--- src/rtl/core/irs_pkg.sv ---
// Shared types, widths and codes of the image resample scaler.
package irs_pkg;

    // Default frame store geometry
    localparam int DEF_MAX_WIDTH    = 256;
    localparam int DEF_MAX_HEIGHT   = 256;
    localparam int DEF_MAX_CHANNELS = 4;

    // Coordinate, fraction, quotient, weight and kernel distance widths
    localparam int CW = 9;
    localparam int FW = 14;
    localparam int QW = CW + FW;
    localparam int WW = 17;
    localparam int TW = 16;
    localparam int CFG_IDX_W = 3;

    // Configuration register indexes
    localparam logic [CFG_IDX_W-1:0] CFG_SRC_WIDTH     = 3'd0;
    localparam logic [CFG_IDX_W-1:0] CFG_SRC_HEIGHT    = 3'd1;
    localparam logic [CFG_IDX_W-1:0] CFG_DST_WIDTH     = 3'd2;
    localparam logic [CFG_IDX_W-1:0] CFG_DST_HEIGHT    = 3'd3;
    localparam logic [CFG_IDX_W-1:0] CFG_CHANNEL_COUNT = 3'd4;
    localparam logic [CFG_IDX_W-1:0] CFG_RESAMPLE_MODE = 3'd5;

    // Resampling modes
    localparam logic [1:0] MODE_NEAREST  = 2'd0;
    localparam logic [1:0] MODE_BILINEAR = 2'd1;
    localparam logic [1:0] MODE_BICUBIC  = 2'd2;

    // Request actions
    localparam logic ACT_LOAD    = 1'b0;
    localparam logic ACT_COMPUTE = 1'b1;

    typedef struct packed {
        logic               action;
        logic [7:0]         pos_x;
        logic [7:0]         pos_y;
        logic [1:0]         chan;
        logic signed [15:0] sample_in;
    } t_req;

    typedef struct packed {
        logic signed [15:0] sample_out;
        logic [7:0]         out_x;
        logic [7:0]         out_y;
        logic [1:0]         out_chan;
    } t_rsp;

    // Effective (clamped) configuration
    typedef struct packed {
        logic [CW-1:0] sw;
        logic [CW-1:0] sh;
        logic [CW-1:0] dw;
        logic [CW-1:0] dh;
        logic [2:0]    cc;
        logic [1:0]    mode;
    } t_cfg;

    // Source position: integer part and Q0.14 fraction
    typedef struct packed {
        logic [CW-1:0] x0;
        logic [FW-1:0] fx;
        logic [CW-1:0] y0;
        logic [FW-1:0] fy;
    } t_map;

    // Tap list for the accumulate engine
    typedef struct packed {
        logic [1:0]             last_x;
        logic [1:0]             last_y;
        logic [3:0][CW-1:0]     sx;
        logic [3:0][CW-1:0]     sy;
        logic [3:0][WW-1:0]     wx;
        logic [3:0][WW-1:0]     wy;
    } t_taps;

endpackage

--- src/rtl/core/irs_map.sv ---
// Position mapping pipeline: pos*src, then a bit-per-stage divide by dst.
module irs_map (
    input  logic          i_clk,
    input  logic          i_rst_n,
    input  logic          i_adv,
    input  logic          i_valid,
    input  irs_pkg::t_req i_item,
    input  irs_pkg::t_cfg i_cfg,
    output logic          o_valid,
    output irs_pkg::t_req o_item,
    output irs_pkg::t_map o_map
);
    import irs_pkg::*;

    localparam int NUMW = 8 + CW;

    // One restoring divide step: {quotient bit, new remainder}
    function automatic logic [CW:0] div_step(input logic [CW-1:0] rem, input logic din,
                                             input logic [CW-1:0] d);
        logic [CW:0] trial;
        logic [CW:0] diff;
        trial = {rem, din};
        diff  = trial - {1'b0, d};
        if (trial >= {1'b0, d}) begin
            return {1'b1, diff[CW-1:0]};
        end else begin
            return {1'b0, trial[CW-1:0]};
        end
    endfunction

    logic [QW:0]     r_v;
    t_req            r_item [QW+1];
    logic [NUMW-1:0] r_nx [QW+1];
    logic [NUMW-1:0] r_ny [QW+1];
    logic [CW-1:0]   r_rx [QW+1];
    logic [CW-1:0]   r_ry [QW+1];
    logic [QW-1:0]   r_qx [QW+1];
    logic [QW-1:0]   r_qy [QW+1];
    logic [NUMW-1:0] w_nx;
    logic [NUMW-1:0] w_ny;

    // Stage 0: numerators
    assign w_nx = NUMW'(i_item.pos_x) * NUMW'(i_cfg.sw);
    assign w_ny = NUMW'(i_item.pos_y) * NUMW'(i_cfg.sh);

    always_ff @(posedge i_clk) begin
        if (!i_rst_n) begin
            r_v[0] <= 1'b0;
        end else if (i_adv) begin
            r_v[0] <= i_valid;
        end
    end

    always_ff @(posedge i_clk) begin
        if (i_adv) begin
            r_item[0] <= i_item;
            r_nx[0]   <= w_nx;
            r_ny[0]   <= w_ny;
            r_rx[0]   <= CW'(w_nx[NUMW-1:CW]);
            r_ry[0]   <= CW'(w_ny[NUMW-1:CW]);
            r_qx[0]   <= '0;
            r_qy[0]   <= '0;
        end
    end

    // Divide stages: one quotient bit each, integer bits first
    for (genvar k = 1; k <= QW; k++) begin : g_div
        localparam int B = QW - k;
        logic        w_bx;
        logic        w_by;
        logic [CW:0] w_sx;
        logic [CW:0] w_sy;

        if (B >= FW) begin : g_bit
            assign w_bx = r_nx[k-1][B-FW];
            assign w_by = r_ny[k-1][B-FW];
        end else begin : g_zero
            assign w_bx = 1'b0;
            assign w_by = 1'b0;
        end

        assign w_sx = div_step(r_rx[k-1], w_bx, i_cfg.dw);
        assign w_sy = div_step(r_ry[k-1], w_by, i_cfg.dh);

        always_ff @(posedge i_clk) begin
            if (!i_rst_n) begin
                r_v[k] <= 1'b0;
            end else if (i_adv) begin
                r_v[k] <= r_v[k-1];
            end
        end

        always_ff @(posedge i_clk) begin
            if (i_adv) begin
                r_item[k] <= r_item[k-1];
                r_nx[k]   <= r_nx[k-1];
                r_ny[k]   <= r_ny[k-1];
                r_rx[k]   <= w_sx[CW-1:0];
                r_ry[k]   <= w_sy[CW-1:0];
                r_qx[k]   <= {r_qx[k-1][QW-2:0], w_sx[CW]};
                r_qy[k]   <= {r_qy[k-1][QW-2:0], w_sy[CW]};
            end
        end
    end

    assign o_valid  = r_v[QW];
    assign o_item   = r_item[QW];
    assign o_map.x0 = r_qx[QW][QW-1:FW];
    assign o_map.fx = r_qx[QW][FW-1:0];
    assign o_map.y0 = r_qy[QW][QW-1:FW];
    assign o_map.fy = r_qy[QW][FW-1:0];
endmodule

--- config.mk ---
export PLATFORM = sky130hd
export DESIGN_NAME = irs_map
export DESIGN_NICKNAME = d
export VERILOG_FILES = /design/src/rtl/core/irs_pkg.sv /design/src/rtl/core/irs_map.sv
export SDC_FILE = /design/constraint.sdc
export NUM_CORES = 2
export LEC_CHECK = 0
export BUFFER_PORTS_ARGS = -buffer_cell sky130_fd_sc_hd__buf_2
export CORE_ASPECT_RATIO = 1.2
export CORE_MARGIN = 2
export CORE_UTILIZATION = 35
export CTS_CLUSTER_DIAMETER = 50
export CTS_CLUSTER_SIZE = 14
export DETAILED_ROUTE_END_ITERATION = 10
export GPL_ROUTABILITY_DRIVEN = 0
export HOLD_SLACK_MARGIN = 0.1
export PLACE_DENSITY_LB_ADDON = 0.3
export SKIP_LAST_GASP = 1
export SYNTH_ARGS = -nofsm -noshare
export SYNTH_HDL_FRONTEND = slang
export SYNTH_SLANG_ARGS = --single-unit
--- constraint.sdc ---
create_clock -name i_clk -period 6.3 [get_ports i_clk]
set_clock_uncertainty 0.2 [all_clocks]
set_input_delay 1.26 -clock i_clk [delete_from_list [all_inputs] [get_ports i_clk]]
set_output_delay 1.26 -clock i_clk [all_outputs]
set_load 0.02 [all_outputs]
Word level (Yosys, flattened, before mapping):

Memory sizes are Yosys's and may differ from the RTL's.
Cells that the tools add are included.

* flip-flop bits (word level): 24
* RAM bits: 3192
* input bits: 80
* output and inout port bits: 82
* word-level logic and storage cells: 173
* memories: 7

* add/subtract/negate cells: 46
* multiply operators: 2
* order comparisons: 46
* muxes and demuxes: 48

Memory list
* r_item: depth 24, width 35, read ports 24, clocked after memory_dff 0, write ports 24, line irs_map.sv:32 `t_req r_item [QW+1];`
* r_qx: depth 24, width 23, read ports 24, clocked after memory_dff 0, write ports 24, line irs_map.sv:37 `logic [QW-1:0] r_qx [QW+1];`
* r_qy: depth 24, width 23, read ports 24, clocked after memory_dff 0, write ports 24, line irs_map.sv:38 `logic [QW-1:0] r_qy [QW+1];`
* r_nx: depth 24, width 17, read ports 23, clocked after memory_dff 0, write ports 24, line irs_map.sv:33 `logic [NUMW-1:0] r_nx [QW+1];`
* r_ny: depth 24, width 17, read ports 23, clocked after memory_dff 0, write ports 24, line irs_map.sv:34 `logic [NUMW-1:0] r_ny [QW+1];`
* r_rx: depth 24, width 9, read ports 23, clocked after memory_dff 0, write ports 24, line irs_map.sv:35 `logic [CW-1:0] r_rx [QW+1];`
* +1 memories

Operators by type and width (count)
* greater-or-equal comparator 10 x 9 -> 1 bit: 46
* two-way mux 10 bit: 46
* subtractor 9 bit: 46
* multiplier 8 x 9 -> 17 bit: 2
* two-way mux 1 bit: 2

Depth between registers and ports, before layout:

An unclocked memory read counts as a cell.

* word-level depth: 3
* gate-level depth with buffers: 16
* depth with buffers taken out: 16

Least setup slack after synthesis:

Ideal clock, no wire load.

* kind: input to register
* start: input i_item[25] (netlist name)
* end: memory r_ny[0][13] (netlist name), data pin
* setup time: 259 ps
* arrival time: 5028 ps
* required time: 5841 ps
* setup slack: 813 ps
* stages on the path: 15
* buffers on the path: 0
* path through: nand2_1 -> fa_1 -> fa_1 -> inv_1 -> fa_1 -> inv_1 -> fa_1 -> inv_1 -> ha_1 -> o21a_1 -> o31a_1 -> or2_1 -> o311a_1 -> o41a_1 -> xor2_1

RTL lines
* start: declaration: line irs_map.sv:7 `input irs_pkg::t_req i_item,`
* end: declaration: line irs_map.sv:34

==> impl_metrics.csv <==
group,metric,value,unit
sta,rsz0062_at_grt,"no",
synth,ys_top_cells_by_area,"edfxtp_1 67%, ha_1 7.2%, mux2_2 3.2%, fa_1 3.0%, xnor2_1 1.9%",
layout,fin_nets,6412,
synth,synthArstFlopShare,0,%
floorplan,initial_utilization,35.3,%
sta,setup_ws,1.20,ns
job,maxCapViolations,0,
place,dp_slack,0.336,ns
place,dpl.hpwl,88.9,mm
sta,fin_crit_sh,81.0,%
layout,n_fill_cell,21900,
floorplan,die-area,246000,sq um
worst_hold_path,hold_class,"reg2reg",
critical_path,startpoint_type,"input pin",
clock_tree,cts-htree-levels,4,
global_routing,antenna_found_initial,3,
global_routing,gr-total-overflow,0,
pwr,p_sw_share,30.3,%
route,wire_per_inst,15.9,microns
clock_tree,cts-resized-gates,0,
route,drt_first_pass_iters,7,
floorplan,die_y,543,microns
pwr,p_int,30.9,mW
floorplan,coreArea,240000,sq um
sta,final-setup-viol-count,0,
route,drtIter0Drc,2679,
pwr,p_per_area,461,nW/um^2
clock_tree,cts_hold_buf,0,
synth,yosys.area.top_type_share,67.1,%
clock_tree,clock_latency,0.84,ns
synth,synth-edff-count,1894,
critical_path,cp_cell_sequence,"buf_2, nand2_1, fa_1, fa_1, inv_1, fa_1, inv_1, fa_1, inv_1, ha_1, o21ai_0, inv_1, a2111oi_0, buf_4, o21ai_0, a31oi_1, xnor2_1",
synth,yosysSeqAreaShare,67.7,%
route,post_drt_via_cell_ratio,4.78,
place,io_buffers,156,
layout,syn_to_final_growth,13.6,%
pwr,p_clk_share,27.6,%
critical_path,crit_path_max_fanout,10,
critical_path,cp_data_arrival_time,5.49,ns
global_routing,grt_max_degree,193,
clock_tree,cts_sinks,1918,
route,wl,143,mm
critical_path,worstSetupEndpointType,"register",
synth,yosysWarnings,0,
layout,post-route-util,40.0,%
sta,slew_headroom,25.2,%
clock_tree,cts_setup_buffers,0,
synth,synth_top_cell_by_area,"edfxtp_1",
synth,postSynthNetCount,6092,
floorplan,die_w,453,microns
layout,drive_above_1_share,14.5,%
global_routing,grt_pass1_vias,44200,
sta,worst_slew_pin_slew,1.12,ns
critical_path,critPathSlowestCell,"fa_1",
clock_tree,cts.clk_slew.worst_paths,0.06,ns
sta,slew_violations,0,
pwr,ir_drop,0.000240,V
sta,period_needed,5.10,ns
floorplan,rows,197,
route,ant_nets,0,
pwr,power_frac_comb,31.2,%
route,via_count,43200,
clock_tree,cts_tree,"yes",
route,drc,0,
layout,fin_area,96200,sq um
clock_tree,root_buffer,"clkbuf_16",
critical_path,critical_path_class,"in2reg",
synth,ys.flop_type,"edfxtp_1",
synth,netlist_area,84700,sq um
pwr,leakagePower,35.6,nW
sta,timing_hold_violations_final,0,
synth,netlist_instances,5398,
pwr,p_seq_share,41.2,%
sta,fmax,196,MHz
status,status,"completed",
clock_tree,numCtsBuffers,215,
critical_path,slowest_delay,0.54,ns
synth,synth_cell_type_count,78,
clock_tree,clk_path_buf_depth,4,
global_routing,grt_pass1_wl,231,mm
place,place_area,89400,sq um
pwr,p_switching,13.4,mW
synth,ys_ff_latch,1918,
critical_path,crit_required,6.68,ns
floorplan,ios,162,
critical_path,regToRegSetupSlack,3.20,ns
synth,synth.avg_cell_area,15.7,sq um
global_routing,grt_util_all_layers,11.4,%
sta,tns,0,ns
[cell type report]
cell class                      count  area (sq um)  share of cell area [%]
Tap cell                         3184          3980                    4.14
Inverter                          309          1160                    1.21
Sequential cell                  1918         57400                    59.6
Timing Repair Buffer              213          1390                    1.44
Antenna cell                        2          5.00                 0.00520
Clock buffer                      229          5500                    5.71
Clock inverter                    125          1350                    1.41
Multi-Input combinational cell   3061         25500                    26.5
[kinds of logic after synthesis]
kind of cell             share of synthesized area, %
buffers and inverters                            2.24
adder cells (fa/ha/maj)                          10.2
XOR/XNOR                                         2.79
flip-flops                                       67.7
AND/OR/NAND/NOR                                  5.94
AO/OA/AOI/OAI                                    7.04
multiplexers                                     4.10
[flip-flops by register name (all words and copies together) (netlist names)]
name and flops:
r_item 840, r_qx 276, r_qy 276, r_rx 198, r_ry 198, r_nx 53
r_ny 53, r_v 23, o_valid 1
[routing by layer]
metal | up-vias | global-route usage [%] | share of wire (%)
li1 | 21000 | - | -
met1 | 21100 | 14.6 | 45
met2 | 740 | 19.0 | 48
met3 | 320 | 2.29 | 4.3
met4 | 0 | 4.49 | 3.5
met5 | - | 0 | 0
[power groups by stage]
| stage | Sequential (mW) | Combinational [mW] | Clock (mW) |
|---|---|---|---|
| after floorplan | 18.1 | 11.1 | 0 |
| after global placement | 18.5 | 13.4 | 0 |
| after detailed placement | 18.6 | 13.8 | 0 |
| after CTS | 18.3 | 13.9 | 12.8 |
| after global routing | 18.5 | 15.6 | 13.2 |
| final | 18.3 | 13.8 | 12.2 |
[critical path: cells and delay by family]
kind,cells,cell delay [ns]
adder cells (fa/ha/maj),5,2.43
AO/OA/AOI/OAI,4,1.01
XOR/XNOR,1,0.08
AND/OR/NAND/NOR,1,0.10
buffers and inverters,6,0.59
[cell usage after synthesis, drive strengths merged, types with 29 or more instances]
library cell and instances:
a21oi 219, nor3 76, fa 128, and2 135, o31a 36, a21o 62
xnor2 186, a31oi 30, nand3 49, mux2i 80, inv 308, o21a 76
nand2b 29, mux2 237, a21boi 31, ha 486, nand2 199, nor2b 115
xor2 84, and3 39, nor2 272, o21ai 186, buf 97, o31ai 30
edfxtp 1894
[stage by stage]
stage                     hold WS (ns)  instances  total power [mW]
after floorplan                  0.200       5398              29.2
after global routing             0.179       9040              47.3
after detailed placement         0.205       8685              32.3
after CTS                        0.173       9039              45.0
final                            0.173       9041              44.3
after global placement           0.200       8685              31.9
[path summary, 6_finish.rpt]
kind,start,to,depth (start not counted)
setup reg to reg,r_nx[0][120],r_rx[2][4],9
hold reg to reg,r_qy[0][167],r_qy[1][7],0
hold / removal,r_qy[0][167],r_qy[1][7],0
setup / recovery,i_item[25],r_ny[0][16],17
[cells in the final DEF, fill, tap and decap left out, types with 76 or more instances in the layout]
cell,n
o21ai_0,169
inv_1,302
clkbuf_16,218
ha_1,486
xor2_1,84
edfxtp_1,1894
mux2_2,237
xnor2_1,186
buf_2,155
nor2b_1,114
nor2_1,272
o21a_1,76
mux2i_1,80
and2_1,135
nand2_1,199
fa_1,128
nor3_1,76
a21oi_1,219
No activity file was read; power rests on OpenSTA's default activity.
